$ cat src/rtl/core/sdf_pkg.sv
// ----------------------------------------------------------------------------
// sdf_pkg
// Types and constants shared by the stream duplicate filter modules.
// ----------------------------------------------------------------------------
package sdf_pkg;

   localparam int VALUE_WIDTH = 32;

   typedef struct packed {
      logic signed [VALUE_WIDTH-1:0] value;
      logic                          last;
   } req_type;

   typedef struct packed {
      logic signed [VALUE_WIDTH-1:0] value_out;
      logic                          keep;
      logic                          last_out;
      logic                          overflow;
   } rsp_type;

   typedef enum logic [1:0] {
      ST_IDLE,
      ST_SEARCH,
      ST_DECIDE
   } state_type;

   typedef struct packed {
      logic load;
      logic step;
      logic commit;
   } cmd_type;

   typedef struct packed {
      logic search_done;
      logic out_free;
   } status_type;

endpackage

$ cat src/rtl/core/sdf_ram.sv
// ----------------------------------------------------------------------------
// sdf_ram
// Generic single write port, single read port RAM with registered read data.
// ----------------------------------------------------------------------------
module sdf_ram #(
   parameter int WIDTH = 32,
   parameter int DEPTH = 64,
   localparam int AW = (DEPTH > 1) ? $clog2(DEPTH) : 1
) (
   input  logic             clock,
   input  logic             wr_en,
   input  logic [AW-1:0]    wr_addr,
   input  logic [WIDTH-1:0] wr_data,
   input  logic             rd_en,
   input  logic [AW-1:0]    rd_addr,
   output logic [WIDTH-1:0] rd_data_ff
);

   logic [WIDTH-1:0] mem_ff [DEPTH];

   always_ff @(posedge clock) begin
      if (wr_en) begin
         mem_ff[wr_addr] <= wr_data;
      end
      if (rd_en) begin
         rd_data_ff <= mem_ff[rd_addr];
      end
   end

endmodule

$ cat src/rtl/core/sdf_ctrl.sv
// ----------------------------------------------------------------------------
// sdf_ctrl
// Controller for the duplicate filter: accepts an item, runs the search and
// commits the decision once the output register can take the result.
// ----------------------------------------------------------------------------
module sdf_ctrl (
   input  logic                clock,
   input  logic                reset,
   input  logic                req_valid,
   output logic                req_stall,
   input  sdf_pkg::status_type status,
   output sdf_pkg::cmd_type    cmd
);
   import sdf_pkg::*;

   state_type state_ff;
   state_type state_in;

   always_ff @(posedge clock) begin
      if (reset) begin
         state_ff <= ST_IDLE;
      end else begin
         state_ff <= state_in;
      end
   end

   always_comb begin
      state_in = state_ff;
      unique case (state_ff)
         ST_IDLE: begin
            if (req_valid) begin
               state_in = ST_SEARCH;
            end
         end
         ST_SEARCH: begin
            if (status.search_done) begin
               state_in = ST_DECIDE;
            end
         end
         ST_DECIDE: begin
            if (status.out_free) begin
               state_in = ST_IDLE;
            end
         end
         default: state_in = ST_IDLE;
      endcase
   end

   always_comb begin
      cmd       = '0;
      req_stall = 1'b1;
      unique case (state_ff)
         ST_IDLE: begin
            req_stall = 1'b0;
            cmd.load  = req_valid;
         end
         ST_SEARCH: begin
            cmd.step = 1'b1;
         end
         ST_DECIDE: begin
            cmd.commit = status.out_free;
         end
         default: begin
            req_stall = 1'b1;
         end
      endcase
   end

endmodule

$ cat src/rtl/core/sdf_dpath.sv
// ----------------------------------------------------------------------------
// sdf_dpath
// Datapath for the duplicate filter: item register, store of seen values,
// search counter, comparator, fill count and output register.
// ----------------------------------------------------------------------------
module sdf_dpath #(
   parameter int SEEN_DEPTH = 64
) (
   input  logic                clock,
   input  logic                reset,
   input  sdf_pkg::req_type    req_data,
   input  sdf_pkg::cmd_type    cmd,
   output sdf_pkg::status_type status,
   output logic                rsp_valid,
   input  logic                rsp_stall,
   output sdf_pkg::rsp_type    rsp_data
);
   import sdf_pkg::*;

   localparam int AW = (SEEN_DEPTH > 1) ? $clog2(SEEN_DEPTH) : 1;
   localparam int CW = $clog2(SEEN_DEPTH + 1);
   localparam logic [CW-1:0] FULL_COUNT = CW'(SEEN_DEPTH);

   req_type               item_ff;
   logic [CW-1:0]         count_ff, count_in;
   logic [CW-1:0]         rd_idx_ff, rd_idx_in;
   logic                  pending_ff, pending_in;
   logic                  found_ff, found_in;
   logic                  out_valid_ff, out_valid_in;
   rsp_type               out_ff;
   logic                  rd_en;
   logic                  wr_en;
   logic [VALUE_WIDTH-1:0] rd_data;
   logic                  store_full;

   assign store_full = (count_ff >= FULL_COUNT);
   assign rd_en      = cmd.step && (rd_idx_ff < count_ff);
   assign wr_en      = cmd.commit && !found_ff && !store_full;

   sdf_ram #(
      .WIDTH (VALUE_WIDTH),
      .DEPTH (SEEN_DEPTH)
   ) u_seen_ram (
      .clock      (clock),
      .wr_en      (wr_en),
      .wr_addr    (count_ff[AW-1:0]),
      .wr_data    (item_ff.value),
      .rd_en      (rd_en),
      .rd_addr    (rd_idx_ff[AW-1:0]),
      .rd_data_ff (rd_data)
   );

   always_comb begin
      rd_idx_in  = rd_idx_ff;
      pending_in = 1'b0;
      found_in   = found_ff;
      if (cmd.load) begin
         rd_idx_in = '0;
         found_in  = 1'b0;
      end else if (cmd.step) begin
         pending_in = rd_en;
         if (rd_en) begin
            rd_idx_in = rd_idx_ff + CW'(1);
         end
         if (pending_ff && (rd_data == item_ff.value)) begin
            found_in = 1'b1;
         end
      end
   end

   always_comb begin
      count_in = count_ff;
      if (cmd.commit) begin
         if (item_ff.last) begin
            count_in = '0;
         end else if (wr_en) begin
            count_in = count_ff + CW'(1);
         end
      end
   end

   always_comb begin
      out_valid_in = out_valid_ff;
      if (cmd.commit) begin
         out_valid_in = 1'b1;
      end else if (!rsp_stall) begin
         out_valid_in = 1'b0;
      end
   end

   always_ff @(posedge clock) begin
      if (reset) begin
         count_ff     <= '0;
         pending_ff   <= 1'b0;
         out_valid_ff <= 1'b0;
      end else begin
         count_ff     <= count_in;
         pending_ff   <= pending_in;
         out_valid_ff <= out_valid_in;
      end
   end

   always_ff @(posedge clock) begin
      rd_idx_ff <= rd_idx_in;
      found_ff  <= found_in;
      if (cmd.load) begin
         item_ff <= req_data;
      end
      if (cmd.commit) begin
         out_ff.value_out <= item_ff.value;
         out_ff.keep      <= !found_ff;
         out_ff.last_out  <= item_ff.last;
         out_ff.overflow  <= !found_ff && store_full;
      end
   end

   assign status.search_done = (rd_idx_ff >= count_ff) && !pending_ff;
   assign status.out_free    = !out_valid_ff || !rsp_stall;
   assign rsp_valid          = out_valid_ff;
   assign rsp_data           = out_ff;

endmodule

$ cat src/rtl/core/stream_duplicate_filter.sv
// ----------------------------------------------------------------------------
// stream_duplicate_filter
// Marks repeated values within a list that arrives as a stream of items.
//
// Items enter on the req_ channel (valid/stall) as a signed value and a flag
// that marks the last item of a list. Each item yields exactly one result on
// the rsp_ channel: the value, a keep flag (clear for a repeat), the last
// flag and an overflow flag (set when a new value could not be recorded
// because the store of seen values was full).
// The store holds the values recorded so far in the current list (0 to
// SEEN_DEPTH). The linear search reads one store entry per cycle from a RAM
// with registered read data and compares each entry in the cycle after it
// is read; an empty store leaves nothing to read. A commit step then
// registers the result. Items are handled one at a time and the next is
// accepted the cycle after the commit.
// A finished result sits in an output register; while the receiver stalls,
// the next item may still be accepted and searched, and its commit waits
// until the register is drained. Reset empties the store and clears the
// channels; no clearing pass is needed.
// ----------------------------------------------------------------------------
module stream_duplicate_filter #(
   parameter int SEEN_DEPTH = 64
) (
   input  logic             clock,
   input  logic             reset,
   input  logic             req_valid,
   output logic             req_stall,
   input  sdf_pkg::req_type req_data,
   output logic             rsp_valid,
   input  logic             rsp_stall,
   output sdf_pkg::rsp_type rsp_data
);
   import sdf_pkg::*;

   cmd_type    cmd;
   status_type status;

   sdf_ctrl u_ctrl (
      .clock     (clock),
      .reset     (reset),
      .req_valid (req_valid),
      .req_stall (req_stall),
      .status    (status),
      .cmd       (cmd)
   );

   sdf_dpath #(
      .SEEN_DEPTH (SEEN_DEPTH)
   ) u_dpath (
      .clock     (clock),
      .reset     (reset),
      .req_data  (req_data),
      .cmd       (cmd),
      .status    (status),
      .rsp_valid (rsp_valid),
      .rsp_stall (rsp_stall),
      .rsp_data  (rsp_data)
   );

endmodule

$ cat config.mk
export PLATFORM = sky130hd
export DESIGN_NAME = stream_duplicate_filter
export DESIGN_NICKNAME = d
export VERILOG_FILES = /design/src/rtl/core/sdf_pkg.sv /design/src/rtl/core/sdf_ram.sv /design/src/rtl/core/sdf_ctrl.sv /design/src/rtl/core/sdf_dpath.sv /design/src/rtl/core/stream_duplicate_filter.sv
export SDC_FILE = /design/constraint.sdc
export NUM_CORES = 2
export LEC_CHECK = 0
export BUFFER_PORTS_ARGS = -buffer_cell sky130_fd_sc_hd__clkbuf_2
export CORE_ASPECT_RATIO = 1.75
export CORE_MARGIN = 1
export CORE_UTILIZATION = 29
export DETAILED_ROUTE_END_ITERATION = 7
export PLACE_DENSITY_LB_ADDON = 0.2
export SLEW_MARGIN = 20
export SYNTH_ARGS = -nofsm -noshare
export SYNTH_HDL_FRONTEND = slang
export SYNTH_SLANG_ARGS = --single-unit
$ cat constraint.sdc
create_clock -name clock -period 7.1 [get_ports clock]
set_clock_uncertainty 0.15 [all_clocks]
set_input_delay 0.71 -clock clock [delete_from_list [all_inputs] [get_ports clock]]
set_output_delay 0.71 -clock clock [all_outputs]
set_load 0.01 [all_outputs]
After elaboration in Yosys (flattened, before gate mapping)
Memories as Yosys holds them, arrays and structs flattened. A register that Yosys moved wholly into a read port is not among the register bits.
Cells that the tools add are included.

operators by class
  $add $sub $neg = 2
  $lt $le $gt $ge = 3
  equality and inequality tests = 7
  mux-type cells = 14
  bitwise operators = 1
  reductions and logical operators = 19

operators by type and width
  operator                                                                 count
  32-bit == test                                                           1
  7-bit by 1-bit adder with 7-bit output, second input constant            2
  7-bit two-way mux                                                        2
  1-bit two-way mux                                                        8
  7-bit >= comparator                                                      1
  7-bit >= comparator, second input constant                               1
  7-bit less-than comparator                                               1
  1-bit logical AND                                                        6
  2-bit two-way mux                                                        3
  2-bit case mux with 3 select lines                                       1
  2-bit AND reduction                                                      3
  1-bit zero test                                                          5
  2-bit by 1-bit inequality test with 1-bit output, second input constant  2
  2-bit inequality test, second input constant                             2
  3-bit AND reduction                                                      1
  3-bit OR reduction                                                       1
  2-bit by 1-bit == test with 1-bit output, second input constant          1
  2-bit == test, second input constant                                     1
  2-bit zero test                                                          1
  2-bit nonzero test                                                       1
  1-bit logical OR                                                         1
  1-bit inverter                                                           1

word-level totals
  register bits = 87
  RAM bits = 2048
  bits of input ports = 37
  logic and storage cells = 59
  memories kept = 1

memory list
  name                       words  bits a word  rd ports  clocked after Yosys merged registers in  wr ports  RTL line       source
  u_dpath.u_seen_ram.mem_ff  64     32           1         1                                        1         sdf_ram.sv:19  logic [WIDTH-1:0] mem_ff [DEPTH];

Depth between registers and ports, before layout
  depth after elaboration = 7
  depth in mapped cells = 15

By module
A second synthesis with hierarchy kept.

unflattened totals
  cells, all modules = 3566
  area, all modules = 82322.7 um^2

by module, submodules not included
  module     times used  cells each  area an instance (um^2)  sequential area each (um^2)
  sdf_ram    1           3324        78835.6                  62459.9
  sdf_dpath  1           228         3365.7                   2382.3
  sdf_ctrl   1           14          121.4                    40.0

Worst setup path before layout
Ideal clock, no wire load.

  kind = input-to-reg
  start = in rsp_stall
  end = mem u_dpath.u_seen_ram.mem_ff[62][0], enable pin
  library setup time = 0.421 ns
  arrival time = 4.798 ns
  required time = 6.529 ns
  setup slack = 1.731 ns
  cell stages on the path = 5
  path buffers = 0
  cell sequence = a21oi_1 -> nand2_1 -> nor2_1 -> nand3_1 -> nor2_1

between the ends
  longest elaborated chain between the ends = 7

RTL lines
  item                                     RTL line                       source
  start: declaration                       stream_duplicate_filter.sv:30  input logic rsp_stall,
  1-bit zero test                          -
  1-bit logical OR                         sdf_dpath.sv:118               assign status.out_free = !out_valid_ff || !rsp_stall;
  1-bit two-way mux                        sdf_ctrl.sv:52                 unique case (state_ff)
  1-bit logical AND (2 in series)          sdf_dpath.sv:38                assign wr_en = cmd.commit && !found_ff && !store_full;
  1-bit two-way mux                        sdf_ram.sv:22                  if (wr_en) begin
  1-bit two-way mux (not written as such)  sdf_ram.sv:23                  mem_ff[wr_addr] <= wr_data;
  end: declaration                         sdf_ram.sv:19

Every way passes these cells.

Worst setup path in the final report
  start = reg u_dpath.rd_idx_ff[1]
  end = reg u_dpath.u_seen_ram.rd_data_ff[4], read port of u_dpath.u_seen_ram.mem_ff, data pin

between the ends
  longest elaborated chain between the ends = 2

RTL lines
  item                        RTL line          source
  start: declaration          sdf_dpath.sv:26   logic [CW-1:0] rd_idx_ff, rd_idx_in;
  start signal: assignment    sdf_dpath.sv:104  rd_idx_ff <= rd_idx_in;
  7-bit less-than comparator  sdf_dpath.sv:37   assign rd_en = cmd.step && (rd_idx_ff < count_ff);
  1-bit logical AND           sdf_dpath.sv:37
  end: declaration            sdf_ram.sv:16     output logic [WIDTH-1:0] rd_data_ff

Several ways; a longest one is shown, not always the timed one.
A chain may end at the register's enable or synchronous reset.

==> reports/metrics.yaml <==
timing:
  rsz0062_at_grt: "false"
  worst_slew_pin_slew_ns: 1.29
  relSlewSlack: 0.135
  final-hold-violation-count: 0
  tns_ns: 0
  hold-worst-slack_ns: 0.0628
  min_period_ns: 4.93
  fmax_mhz: 203
  min_period_over_period: 0.695
  slew_violations: 0
  setup_violations: 0
global_route:
  grt_max_degree: 102
  groute.usage.overall: 0.177
  grt_pass1_wl_um: 360000
  gr-usage-met1: 0.207
  grt_pass1_vias: 43138
  antenna_found_initial: 15
  grt_overflow: 0
  grtUsageMet3: 0.0192
  grt.busiest_layer: "met2"
  met2_usage: 0.314
setup_path:
  slowest_delay_ns: 0.98
  critPathSlowestCell: "nor2_1"
  crit_chain: "buf_4 > nor2b_4 > buf_4 > buf_4 > a22oi_1 > nand2_1 > o22ai_1 > nor2_1 > a21oi_1"
  cp_top_family: "buffers and inverters"
  startpoint_type: "flip-flop"
  worst-setup-path-type: "flip-flop to flip-flop"
  crit_buf_inv: 3
  critPathCaptureType: "flip-flop"
  crit_arrival_ns: 5.35
  critPathRequiredTime_ns: 7.52
  critPathMaxFanout: 33
  crit_top_cell: "buf_4"
clock_tree:
  htreeDepth: 4
  cts_buffers: 207
  clock_path_buffers: 4
  clock_latency_ns: 0.91
  tritoncts: "yes"
  clock-sinks: 2167
  root_buffer: "clkbuf_16"
  clkTransAtPathRegs_ns: 0.07
  postCtsSetupBuffers: 0
synth:
  synth_area_um2: 83800
  avgSynthCellArea_um2: 19.9
  yosysTopAreaCell: "edfxtp_1"
  syn-num-nets: 4260
  synth_most_common_cell: "edfxtp_1"
  syn_inst: 4214
  synth_commonest_cells: "edfxtp_1, mux2i_1, mux4_2"
  synth_seq_cells: 2167
  synth_edf_count: 2148
  ys_warn_count: 0
  synth_area_leaders: "edfxtp_1, mux4_2, mux2i_1"
  synth_top_area_share: 0.770
  synth-async-reset-ratio: 0
  ys.flop_type: "edfxtp_1"
  synth_cell_type_count: 44
  ys_seq_area_frac: 0.775
finish:
  register_area_um2: 64900
  layout.nets: 4537
  areaGrowthSynthToFinish_pct: 15.2
  fill_cells: 27209
  multiInputGateArea_um2: 18200
  drive_gt1_frac: 0.232
drt:
  ant_nets: 0
  via_count: 41650
  finalWirelength_um: 263000
  drc_errors: 0
  drt_first_pass_iters: 5
  drt-vias-per-instance: 4.93
  wl_per_cell_um: 31.1
  dr.first_iter.drc_count: 3818
run_status:
  status: "finished, final reports clean"
floorplanning:
  start_util: 0.292
  die-area_um2: 291000
  std_cell_rows: 260
  io_pins: 74
  core_um2: 287000
  die_w_um: 408
  die_y_um: 713
worst_hold_path:
  min_path_type: "primary input to flip-flop"
placement:
  hpwl_um: 163000
  port_buffers: 73
  gp_congestion: 0.843
job:
  max-cap-violations: 0
power_and_ir_drop:
  powerDensity_nw_per_um2: 267
  p_leak_uw: 0.0284
  ir_drop_mv: 0.170
-- layout by cell type (no fill, tap or decap), types with 5 or more instances in the layout --
cell | synthesis | routed
nand2_1 | 146 | 145
buf_12 | 0 | 17
a31oi_1 | 10 | 10
o22ai_1 | 90 | 90
xnor2_1 | 31 | 31
ha_1 | 9 | 9
clkbuf_16 | 0 | 210
nor2_4 | 0 | 65
o211ai_1 | 31 | 31
o21ai_0 | 69 | 68
buf_4 | 33 | 173
mux2i_1 | 396 | 396
mux2_2 | 147 | 147
a221o_1 | 27 | 27
clkbuf_2 | 0 | 73
nand4_1 | 19 | 19
dlygate4sd3_1 | 0 | 35
dfxtp_1 | 19 | 13
bufinv_16 | 0 | 9
nand3_1 | 45 | 45
a21oi_1 | 100 | 94
a22oi_1 | 105 | 105
clkinv_2 | 0 | 34
xor2_1 | 5 | 5
nor2b_1 | 9 | 5
a21oi_2 | 1 | 6
a211oi_1 | 29 | 20
inv_1 | 13 | 12
nor3_1 | 29 | 29
edfxtp_1 | 2148 | 2148
mux4_2 | 288 | 288
a211oi_2 | 0 | 9
clkbuf_1 | 97 | 57
clkinv_1 | 0 | 38
nor2_1 | 179 | 112
-- flip-flops by register name, indices dropped and copies added (netlist names) --
register / cells
u_dpath.u_seen_ram.rd_data_ff: 32
u_dpath.count_ff: 7
u_dpath.u_seen_ram.mem_ff: 2048
u_ctrl.state_ff: 2
u_dpath.rsp_valid: 1
u_dpath.found_ff: 1
u_dpath.rsp_data: 35
u_dpath.item_ff: 33
u_dpath.rd_idx_ff: 7
u_dpath.pending_ff: 1
-- repair_timing --
| action | 4_1_cts | 5_1_grt |
|---|---|---|
| hold buffers | 35 | 0 |
| gates resized for setup | 0 | 0 |
| hold endpoints to repair | 38 | 0 |
-- where the power goes --
| part | switching, µW | leakage, µW | total, µW | internal (µW) |
|---|---|---|---|---|
| logic | 682 | 0.00587 | 899 | 217 |
| registers | 47.0 | 0.0195 | 14300 | 14200 |
| clock network | 4850 | 0.00305 | 10600 | 5780 |
-- layout make-up --
type	instances	share of cell area
inverter	13	0.000506
clock inverter	95	0.00752
antenna	4	0.000104
sequential	2167	0.672
tap	3799	0.0493
timing repair buffer	299	0.0247
clock buffer	270	0.0571
multi-input combinational	1803	0.188
-- path summary, 6_finish.rpt --
| path | slack [ns] | start | depth (start not counted) | to |
|---|---|---|---|---|
| worst min register to register | 0.37 | u_dpath.rd_idx_ff[6] | 2 | u_dpath.rd_idx_ff[6] |
| worst min-delay path | 0.06 | req_valid | 4 | u_ctrl.state_ff[0] |
| worst max register to register | 2.17 | u_dpath.rd_idx_ff[1] | 9 | u_dpath.u_seen_ram.rd_data_ff[4] |
| worst max-delay path | 2.17 | u_dpath.rd_idx_ff[1] | 9 | u_dpath.u_seen_ram.rd_data_ff[4] |
-- metrics by stage --
| step | utilization | cells | cell area, µm² | worst slack (ns) | total power, µW |
|---|---|---|---|---|---|
| 6_report | 0.336 | 8450 | 96500 | 2.17 | 25800 |
| 5_1_grt | 0.336 | 8447 | 96500 | 2.26 | 26500 |
| 4_1_cts | 0.336 | 8446 | 96500 | 2.21 | 26100 |
| 3_5_place_dp | 0.313 | 8046 | 89900 | 2.27 | 15500 |
| 3_3_place_gp | 0.313 | 8036 | 89700 | 2.09 | 15400 |
| 2_1_floorplan | - | 4214 | 83800 | 1.73 | 15000 |
-- per-layer routing --
metal / up-vias / routed length [µm]
li1: 17759 / -
met3: 403 / 9490
met2: 1016 / 136000
met5: - / 41
met1: 22466 / 100000
met4: 6 / 17000
-- worst register-to-register path, delay by kind of cell (launching register included) --
| kind | cells | cell delay [ns] |
|---|---|---|
| buf+inv | 3 | 1.68 |
| simple gates | 3 | 1.46 |
| flops | 1 | 0.69 |
| compound gates | 3 | 0.63 |
-- cell families after synthesis --
kind of cell,share of synthesized area
DFF,0.775
muxes,0.145
AOI/OAI and AO/OA,0.0375
and+or+nand+nor,0.0226
buffers and inverters,0.0157
xor gates and xnor gates,0.00376
adders and majority gates,0.00134
No activity file was read; power rests on OpenSTA's default activity.
